<file path="src/hdl/spq_pkg.sv">
// Package with the shared types and constants of the stable priority queue.
package spq_pkg;

  localparam int unsigned DataW       = 32;
  localparam int unsigned FieldPrioW  = 8;
  localparam int unsigned FieldCountW = 5;
  localparam int unsigned DefDepth    = 16;
  localparam int unsigned DefPrioBits = 8;

  typedef enum logic {
    OP_ENQ = 1'b0,
    OP_DEQ = 1'b1
  } op_e;

  typedef enum logic [1:0] {
    ST_OK    = 2'd0,
    ST_FULL  = 2'd1,
    ST_EMPTY = 2'd2
  } status_e;

  typedef struct packed {
    op_e                    op;
    logic signed [DataW-1:0] msg_data;
    logic [FieldPrioW-1:0]  prio;
  } in_item_t;

  typedef struct packed {
    status_e                 status;
    logic signed [DataW-1:0] out_data;
    logic [FieldPrioW-1:0]   out_prio;
    logic [FieldCountW-1:0]  count;
  } out_item_t;

  typedef struct packed {
    logic enq;
    logic deq;
  } cell_ctrl_t;

endpackage

</file>
<file path="src/hdl/spq_cell.sv">
// One storage cell of the sorted queue chain, holding one entry and its valid bit.
module spq_cell #(
  parameter int unsigned PRIO_BITS = spq_pkg::DefPrioBits
) (
  input  logic                      clk_i,
  input  logic                      rst_ni,
  input  spq_pkg::cell_ctrl_t       ctrl_i,
  input  logic [spq_pkg::DataW-1:0] new_data_i,
  input  logic [PRIO_BITS-1:0]      new_prio_i,
  input  logic                      left_ins_i,
  input  logic                      left_valid_i,
  input  logic [spq_pkg::DataW-1:0] left_data_i,
  input  logic [PRIO_BITS-1:0]      left_prio_i,
  input  logic                      right_valid_i,
  input  logic [spq_pkg::DataW-1:0] right_data_i,
  input  logic [PRIO_BITS-1:0]      right_prio_i,
  output logic                      ins_o,
  output logic                      valid_o,
  output logic [spq_pkg::DataW-1:0] data_o,
  output logic [PRIO_BITS-1:0]      prio_o
);

  logic                      valid_q, valid_d;
  logic [spq_pkg::DataW-1:0] data_q, data_d;
  logic [PRIO_BITS-1:0]      prio_q, prio_d;

  // The new entry belongs in front of an empty cell or of a strictly greater priority.
  assign ins_o = !valid_q || (prio_q > new_prio_i);

  always_comb begin
    valid_d = valid_q;
    data_d  = data_q;
    prio_d  = prio_q;
    if (ctrl_i.enq) begin
      if (left_ins_i) begin
        valid_d = left_valid_i;
        data_d  = left_data_i;
        prio_d  = left_prio_i;
      end else if (ins_o) begin
        valid_d = 1'b1;
        data_d  = new_data_i;
        prio_d  = new_prio_i;
      end
    end else if (ctrl_i.deq) begin
      valid_d = right_valid_i;
      data_d  = right_data_i;
      prio_d  = right_prio_i;
    end
  end

  always_ff @(posedge clk_i or negedge rst_ni) begin
    if (!rst_ni) begin
      valid_q <= 1'b0;
    end else begin
      valid_q <= valid_d;
    end
  end

  always_ff @(posedge clk_i) begin
    data_q <= data_d;
    prio_q <= prio_d;
  end

  assign valid_o = valid_q;
  assign data_o  = data_q;
  assign prio_o  = prio_q;

endmodule

</file>
<file path="src/hdl/stable_priority_queue.sv">
// Top level of the stable priority queue: a sorted row of cells and the result register.
// Latency: a result appears in the cycle after its input transfer.
// Throughput: one item per cycle while out_ready_i keeps the result register free, since every cell
// compares its priority with the new one at the same time and all cells shift in one step.
// Reset clears all cell valid bits, the entry count and the result valid flag at once,
// so the queue is empty and ready right after reset.
module stable_priority_queue #(
  parameter int unsigned DEPTH     = spq_pkg::DefDepth,
  parameter int unsigned PRIO_BITS = spq_pkg::DefPrioBits
) (
  input  logic               clk_i,
  input  logic               rst_ni,
  input  logic               in_valid_i,
  output logic               in_ready_o,
  input  spq_pkg::in_item_t  in_item_i,
  output logic               out_valid_o,
  input  logic               out_ready_i,
  output spq_pkg::out_item_t out_item_o
);

  localparam int unsigned CntW = $clog2(DEPTH + 1);
  localparam int unsigned ExtW = PRIO_BITS + spq_pkg::FieldPrioW;
  localparam int unsigned CExtW = CntW + spq_pkg::FieldCountW;

  logic                      valid_w [DEPTH];
  logic [spq_pkg::DataW-1:0] data_w  [DEPTH];
  logic [PRIO_BITS-1:0]      prio_w  [DEPTH];
  logic                      ins_w   [DEPTH];

  logic                in_xfer;
  logic                full, empty;
  spq_pkg::cell_ctrl_t ctrl;
  logic [ExtW-1:0]     in_prio_ext, head_prio_ext;
  logic [PRIO_BITS-1:0] new_prio;
  logic [CntW-1:0]     cnt_q, cnt_d;
  logic [CExtW-1:0]    cnt_ext;
  logic                out_valid_q;
  spq_pkg::out_item_t  out_q, out_d;

  assign in_ready_o = !out_valid_q || out_ready_i;
  assign in_xfer    = in_valid_i && in_ready_o;
  assign full       = valid_w[DEPTH-1];
  assign empty      = !valid_w[0];

  assign ctrl.enq = in_xfer && (in_item_i.op == spq_pkg::OP_ENQ) && !full;
  assign ctrl.deq = in_xfer && (in_item_i.op == spq_pkg::OP_DEQ) && !empty;

  assign in_prio_ext   = {{PRIO_BITS{1'b0}}, in_item_i.prio};
  assign new_prio      = in_prio_ext[PRIO_BITS-1:0];
  assign head_prio_ext = {{spq_pkg::FieldPrioW{1'b0}}, prio_w[0]};

  for (genvar i = 0; i < DEPTH; i++) begin : g_cell
    logic                      l_ins, l_valid, r_valid;
    logic [spq_pkg::DataW-1:0] l_data, r_data;
    logic [PRIO_BITS-1:0]      l_prio, r_prio;

    if (i == 0) begin : g_first
      assign l_ins   = 1'b0;
      assign l_valid = 1'b0;
      assign l_data  = '0;
      assign l_prio  = '0;
    end else begin : g_mid
      assign l_ins   = ins_w[i-1];
      assign l_valid = valid_w[i-1];
      assign l_data  = data_w[i-1];
      assign l_prio  = prio_w[i-1];
    end

    if (i == DEPTH - 1) begin : g_last
      assign r_valid = 1'b0;
      assign r_data  = '0;
      assign r_prio  = '0;
    end else begin : g_inner
      assign r_valid = valid_w[i+1];
      assign r_data  = data_w[i+1];
      assign r_prio  = prio_w[i+1];
    end

    spq_cell #(
      .PRIO_BITS(PRIO_BITS)
    ) u_cell (
      .clk_i        (clk_i),
      .rst_ni       (rst_ni),
      .ctrl_i       (ctrl),
      .new_data_i   (in_item_i.msg_data),
      .new_prio_i   (new_prio),
      .left_ins_i   (l_ins),
      .left_valid_i (l_valid),
      .left_data_i  (l_data),
      .left_prio_i  (l_prio),
      .right_valid_i(r_valid),
      .right_data_i (r_data),
      .right_prio_i (r_prio),
      .ins_o        (ins_w[i]),
      .valid_o      (valid_w[i]),
      .data_o       (data_w[i]),
      .prio_o       (prio_w[i])
    );
  end

  always_comb begin
    cnt_d = cnt_q;
    if (ctrl.enq) begin
      cnt_d = cnt_q + CntW'(1);
    end else if (ctrl.deq) begin
      cnt_d = cnt_q - CntW'(1);
    end
  end

  assign cnt_ext = {{spq_pkg::FieldCountW{1'b0}}, cnt_d};

  always_comb begin
    out_d.status   = spq_pkg::ST_OK;
    out_d.out_data = '0;
    out_d.out_prio = '0;
    out_d.count    = cnt_ext[spq_pkg::FieldCountW-1:0];
    case (in_item_i.op)
      spq_pkg::OP_ENQ: begin
        if (full) begin
          out_d.status = spq_pkg::ST_FULL;
        end
      end
      spq_pkg::OP_DEQ: begin
        if (empty) begin
          out_d.status = spq_pkg::ST_EMPTY;
        end else begin
          out_d.out_data = data_w[0];
          out_d.out_prio = head_prio_ext[spq_pkg::FieldPrioW-1:0];
        end
      end
      default: begin
        out_d.status = spq_pkg::ST_OK;
      end
    endcase
  end

  always_ff @(posedge clk_i or negedge rst_ni) begin
    if (!rst_ni) begin
      cnt_q       <= '0;
      out_valid_q <= 1'b0;
    end else begin
      cnt_q <= cnt_d;
      if (in_xfer) begin
        out_valid_q <= 1'b1;
      end else if (out_ready_i) begin
        out_valid_q <= 1'b0;
      end
    end
  end

  always_ff @(posedge clk_i) begin
    if (in_xfer) begin
      out_q <= out_d;
    end
  end

  assign out_valid_o = out_valid_q;
  assign out_item_o  = out_q;

`ifndef SYNTH
  a_empty_cnt: assert property (@(posedge clk_i) disable iff (!rst_ni)
    (cnt_q == CntW'(0)) == !valid_w[0])
    else $error("Entry count and head valid bit disagree.");

  a_full_cnt: assert property (@(posedge clk_i) disable iff (!rst_ni)
    (cnt_q == CntW'(DEPTH)) == valid_w[DEPTH-1])
    else $error("Entry count and last valid bit disagree.");

  a_result: assert property (@(posedge clk_i) disable iff (!rst_ni)
    in_xfer |=> out_valid_q)
    else $error("An input transfer produced no result.");

  a_ctrl_excl: assert property (@(posedge clk_i) disable iff (!rst_ni)
    !(ctrl.enq && ctrl.deq))
    else $error("Insert and remove requested in the same cycle.");
`endif

endmodule

</file>
<file path="config.mk">
export PLATFORM = sky130hd
export DESIGN_NAME = stable_priority_queue
export DESIGN_NICKNAME = d
export VERILOG_FILES = /design/src/hdl/spq_pkg.sv /design/src/hdl/spq_cell.sv /design/src/hdl/stable_priority_queue.sv
export SDC_FILE = /design/constraint.sdc
export NUM_CORES = 2
export LEC_CHECK = 0
export BUFFER_PORTS_ARGS = -buffer_cell sky130_fd_sc_hd__buf_4
export CAP_MARGIN = 30
export CORE_MARGIN = 2
export CORE_UTILIZATION = 45
export DETAILED_ROUTE_END_ITERATION = 10
export PLACE_DENSITY_LB_ADDON = 0.12
export SLEW_MARGIN = 20
export SYNTH_ARGS = -nofsm -noshare
export SYNTH_HDL_FRONTEND = slang
export SYNTH_SLANG_ARGS = --single-unit
export TNS_END_PERCENT = 1
</file>
<file path="constraint.sdc">
create_clock -name clk_i -period 4.75 [get_ports clk_i]
set_clock_uncertainty 0.05 [all_clocks]
set_input_delay 0.95 -clock clk_i [delete_from_list [all_inputs] [get_ports clk_i]]
set_output_delay 0.95 -clock clk_i [all_outputs]
set_load 0.005 [all_outputs]
</file>
* After elaboration in Yosys (flattened, before gate mapping) *
Cells that the tools add are included.
W data, S select, Z words.

word-level totals
  output and inout port bits = 49
  word-level logic and storage cells = 343
  input bits = 45
  bits in latches = 0
  RAM bits = 0
  ROM bits = 0
  memories kept = 0
  register bits after elaboration = 709

cells by class
  eq/ne operators = 16
  $add $sub $neg = 2
  bitwise operators = 1
  mux-type cells = 196
  div/mod/pow operators = 0
  shift-type cells = 0
  magnitude comparators = 16
  multiply operators = 0
  reduce and logical (&&, ||, !) cells = 58

operator list
  cell                   count
  $mux W32               63
  $mux W8                63
  $gt A8 B8 Y1           16
  $mux W1                66
  $ne A3 B1 Y1 const B   15
  $reduce_and A2 Y1      17
  $logic_not A1 Y1       17
  $logic_or A1 B1 Y1     17
  $mux W5                2
  $add A5 B1 Y5 const B  1
  $logic_and A1 B1 Y1    5
  $sub A5 B1 Y5 const B  1
  $pmux W2 S2            1
  $reduce_bool A2 Y1     2
  $mux W2                1
  $ne A2 B1 Y1 const B   1
  $not A1 Y1             1

* Depth between registers and ports, before layout *
  word-level depth = 7
  mapped depth = 10
  mapped depth without buffers = 7

* Cells and area by module *
A second synthesis with hierarchy kept.

second synthesis, totals
  cell total of the unflattened synthesis = 3516
  area total of the unflattened synthesis = 39868.2 um^2

modules (own cells, without submodules)
  module                 seq. area each (um^2)  area each (um^2)  cells an instance  instances
  spq_cell               1226.2                 2361.0            211                16
  stable_priority_queue  1561.5                 2092.0            140                1

* Worst setup path after synthesis *
Ideal clock, no wire load.

  path type = input to register
  from = input port in_item_i[7] in the netlist's numbering
  to = register g_cell[0].u_cell.data_q, in the netlist g_cell[0].u_cell.data_o[0] (enable)
  data arrival time = 5549 ps
  buffers on the path = 2
  data required time = 4207 ps
  path slack = -1342 ps
  cell stages on the path = 9
  library setup time = 493 ps
  cells stage by stage = clkbuf_1 > inv_1 > ha_1 > nand4_1 > nor2b_1 > o21a_1 > buf_1 > nor3_1 > o21ai_0

between the ends
  longest elaborated chain between the ends = 4

RTL lines
  element                             RTL line                     RTL
  from (decl)                         stable_priority_queue.sv:15  input spq_pkg::in_item_t in_item_i,
  $gt A8 B8 Y1                        spq_cell.sv:28               assign ins_o = !valid_q || (prio_q > new_prio_i);
  $logic_or A1 B1 Y1                  spq_cell.sv:28
  $ne A2 B1 Y1 (no source line)       n/a
  $reduce_and A2 Y1 (no source line)  n/a
  to (signal assigned)                spq_cell.sv:60               data_q <= data_d;
  to (decl)                           spq_cell.sv:24               logic [spq_pkg::DataW-1:0] data_q, data_d;

Every way passes these cells.
A chain may end at the register's enable or synchronous reset.

* Worst setup path in the final report *
  from = input port in_item_i[7] in the netlist's numbering
  to = register g_cell[14].u_cell.prio_q[1], data pin

between the ends
  longest elaborated chain between the ends = 4

RTL lines
  element                                RTL line        RTL
  $gt A8 B8 Y1                           spq_cell.sv:28
  $logic_or A1 B1 Y1                     spq_cell.sv:28
  $mux W8                                spq_cell.sv:35  if (left_ins_i) begin
  $mux W8                                spq_cell.sv:34  if (ctrl_i.enq) begin
  named net g_cell[14].u_cell.prio_d[1]  spq_cell.sv:25  logic [PRIO_BITS-1:0] prio_q, prio_d;
  to (signal assigned)                   spq_cell.sv:61  prio_q <= prio_d;
  to (decl)                              spq_cell.sv:25

The timed path passes the listed nets, and every way through them passes these cells.

==> impl_metrics.json <==
{
  "diodes": 0,
  "io_pins": 94,
  "rsz0062_at_grt": "no",
  "p_leak_nw": 15.2,
  "grt_max_degree": 185,
  "wl_met2_um": 62300,
  "syn_avg_cell_area_um2": 10.0,
  "p_per_area_nw_per_um2": 523,
  "report.final.slew_viol_count": 0,
  "dr.pass1.iters": 5,
  "post-route-period-util_pct": 74.0,
  "num_rows": 110,
  "post_drt_wl_per_cell_um": 25.4,
  "hp-class": "in2async",
  "yosys-top-cells-count": "687 x edfxtp_1, 469 x nand4_1, 457 x nor2_1, 447 x clkbuf_1, 424 x a31oi_1",
  "slew_headroom_pct": 34.7,
  "antenna_found_initial": 0,
  "cts.htree.levels": 3,
  "maxCapViolations": 0,
  "io_buffers": 93,
  "grt_pass1_wl_um": 204000,
  "yosys.area.top_type": "edfxtp_1",
  "drtIter0Drc": 3550,
  "clock_latency_ns": 0.65,
  "hold_buffers": 0,
  "num_vias": 34700,
  "max_freq_mhz": 284,
  "worstSetupPathType": "in2reg",
  "crit_required_ns": 5.19,
  "total_power_w": 0.0235,
  "yosysMostFrequentCell": "edfxtp_1",
  "place.gp.congestion": 0.835,
  "startpoint_type": "input port",
  "synth_edf_count": 687,
  "fillers": 8467,
  "hpwlAfterDp_um": 88800,
  "gr-total-overflow": 0,
  "final_core_util_pct": 50.0,
  "ys_types": 51,
  "wl_um": 130000,
  "synth_top_area_share_pct": 50.5,
  "synthFlopType": "edfxtp_1",
  "grt_pass1_vias": 34500,
  "yosys_warnings": 0,
  "grt_usage_pct": 27.2,
  "die_h_um": 305,
  "synth_area_um2": 40800,
  "ys_seq_area_share_pct": 51.9,
  "setup_viol": 0,
  "drtAntennaViolNets": 0,
  "clk_pin_slew_ns": 0.06,
  "met3_length_um": 6860,
  "core_um2": 90000,
  "status": "finished clean",
  "start_util_pct": 45.4,
  "cts_max_path_buffers": 3,
  "drive_gt1_share_pct": 9.93,
  "routed.top_layer": "met4",
  "cts_resized": 0,
  "cts.sinks": 709,
  "fin_hold_ws_ns": 0.143,
  "die_area_um2": 93100,
  "synthToLayoutAreaGrowth_pct": 10.2,
  "drcViolationCount": 0,
  "fin_crit_ns": 3.52,
  "hold_viol_final": 0,
  "worst_setup_path_end_kind": "flip-flop",
  "cts_tree": "yes",
  "synth-seq-cells": 709,
  "viasPerCell": 6.81,
  "vdd_drop_max_uv": 319,
  "cts_buffers": 82,
  "synth_area_leaders": "edfxtp_1 51%, o31ai_1 7.4%, nand4_1 7.2%",
  "synthArstFlopShare_pct": 3.10,
  "crit_fanout": 36,
  "syn_nets": 4238,
  "clockRootBuffer": "clkbuf_16",
  "drt-met1-wl_um": 56300,
  "worst_slew_pin_slew_ns": 0.980,
  "num-nets-final": 4020,
  "die-width_um": 305,
  "postCtsSetupRepairBufs": 0,
  "cp.arrival_ns": 3.96,
  "netlist_instances": 4071
}
[cells in the final DEF, fill, tap and decap left out, drive strengths merged, types with 3 or more instances in the layout]
master,instances
o221ai,3
and3,44
a21o,11
clkinvlp,4
a21oi,70
clkbuf,104
o31ai,401
nand3,46
nand2,283
ha,122
dfrtp,22
nor2,458
o211a,11
nor3,10
clkinv,35
edfxtp,687
nor2b,29
o211ai,159
o21ai,80
nand2b,3
buf,224
inv,39
a31oi,424
o221a,40
a211oi,3
bufinv,4
o2111ai,83
nand4,469
o21a,25
[critical path, stage by stage]
cell and delay, ns:
buf_4 0.26, inv_1 0.19, buf_4 0.24, ha_1 0.34, nand4_1 0.20, o21ai_2 0.36, buf_4 0.58, nand4_1 0.49
a31oi_1 0.30
[path summary, 6_finish.rpt]
path / slack [ns] / depth (start not counted) / endpoint / startpoint
max in group asynchronous: 4.25 / 1 / g_cell[0].u_cell.valid_o$_DFFE_PN0P_ / rst_ni
min in group clk_i: 0.44 / 1 / cnt_q[4]$_DFF_PN0_ / cnt_q[4]$_DFF_PN0_
worst min-delay path: 0.14 / 1 / g_cell[15].u_cell.valid_o$_DFFE_PN0P_ / rst_ni
worst min register to register: 0.44 / 1 / cnt_q[4]$_DFF_PN0_ / cnt_q[4]$_DFF_PN0_
worst max register to register: 1.58 / 7 / g_cell[3].u_cell.data_o[15]$_DFFE_PP_ / g_cell[2].u_cell.prio_o[7]$_DFFE_PP_
worst max-delay path: 1.23 / 9 / g_cell[14].u_cell.prio_o[1]$_DFFE_PP_ / in_item_i[7]
[flip-flops by register name, indices dropped and copies added, names as in the netlist]
name                   flops
g_cell.u_cell.data_o     512
g_cell.u_cell.prio_o     128
out_item_o                47
g_cell.u_cell.valid_o     16
cnt_q                      5
out_valid_o                1
[layout make-up]
class | count | area [um2] | area share, %
Clock buffer | 104 | 2190 | 4.86
Clock inverter | 45 | 367 | 0.815
Inverter | 37 | 139 | 0.309
Multi-Input combinational cell | 2799 | 17800 | 39.5
Sequential cell | 709 | 21200 | 47.1
Tap cell | 1176 | 1470 | 3.27
Timing Repair Buffer | 224 | 1850 | 4.12
[per-stage QoR]
stage	cell area (um2)	worst slack, ns	instances	setup TNS, ns
4_1_cts	45000	1.29	5094	0
3_5_place_dp	42400	0.610	4945	0
5_1_grt	45000	1.00	5094	0
2_1_floorplan	40800	-0.707	4071	-312.00
6_report	45000	1.23	5094	0
3_3_place_gp	42400	0.622	4943	0
[kinds of logic (layout without fill, tap and decap cells)]
logic type | Yosys count | count (layout) | share of synthesized area (%)
XOR/XNOR | 4 | 4 | 0.0858
buffers and inverters | 563 | 410 | 5.42
flip-flops | 709 | 709 | 51.9
AO/OA/AOI/OAI | 1319 | 1319 | 22.8
adder cells (fa/ha/maj) | 122 | 122 | 3.74
AND/OR/NAND/NOR | 1354 | 1354 | 16.1
[layer usage]
layer,GRT usage [%],vias to the layer above
met5,0,-
met4,8.53,0
met3,2.79,227
met2,44.6,1222
met1,38.1,17400
li1,-,15900
[power breakdown]
part / internal [W] / total (W) / leakage [nW] / switching [W]
Combinational: 0.00238 / 0.00801 / 7.28 / 0.00563
Clock: 0.00349 / 0.00623 / 1.25 / 0.00274
Sequential: 0.00855 / 0.00927 / 6.68 / 0.000719
(Power assumes the default switching activity.)
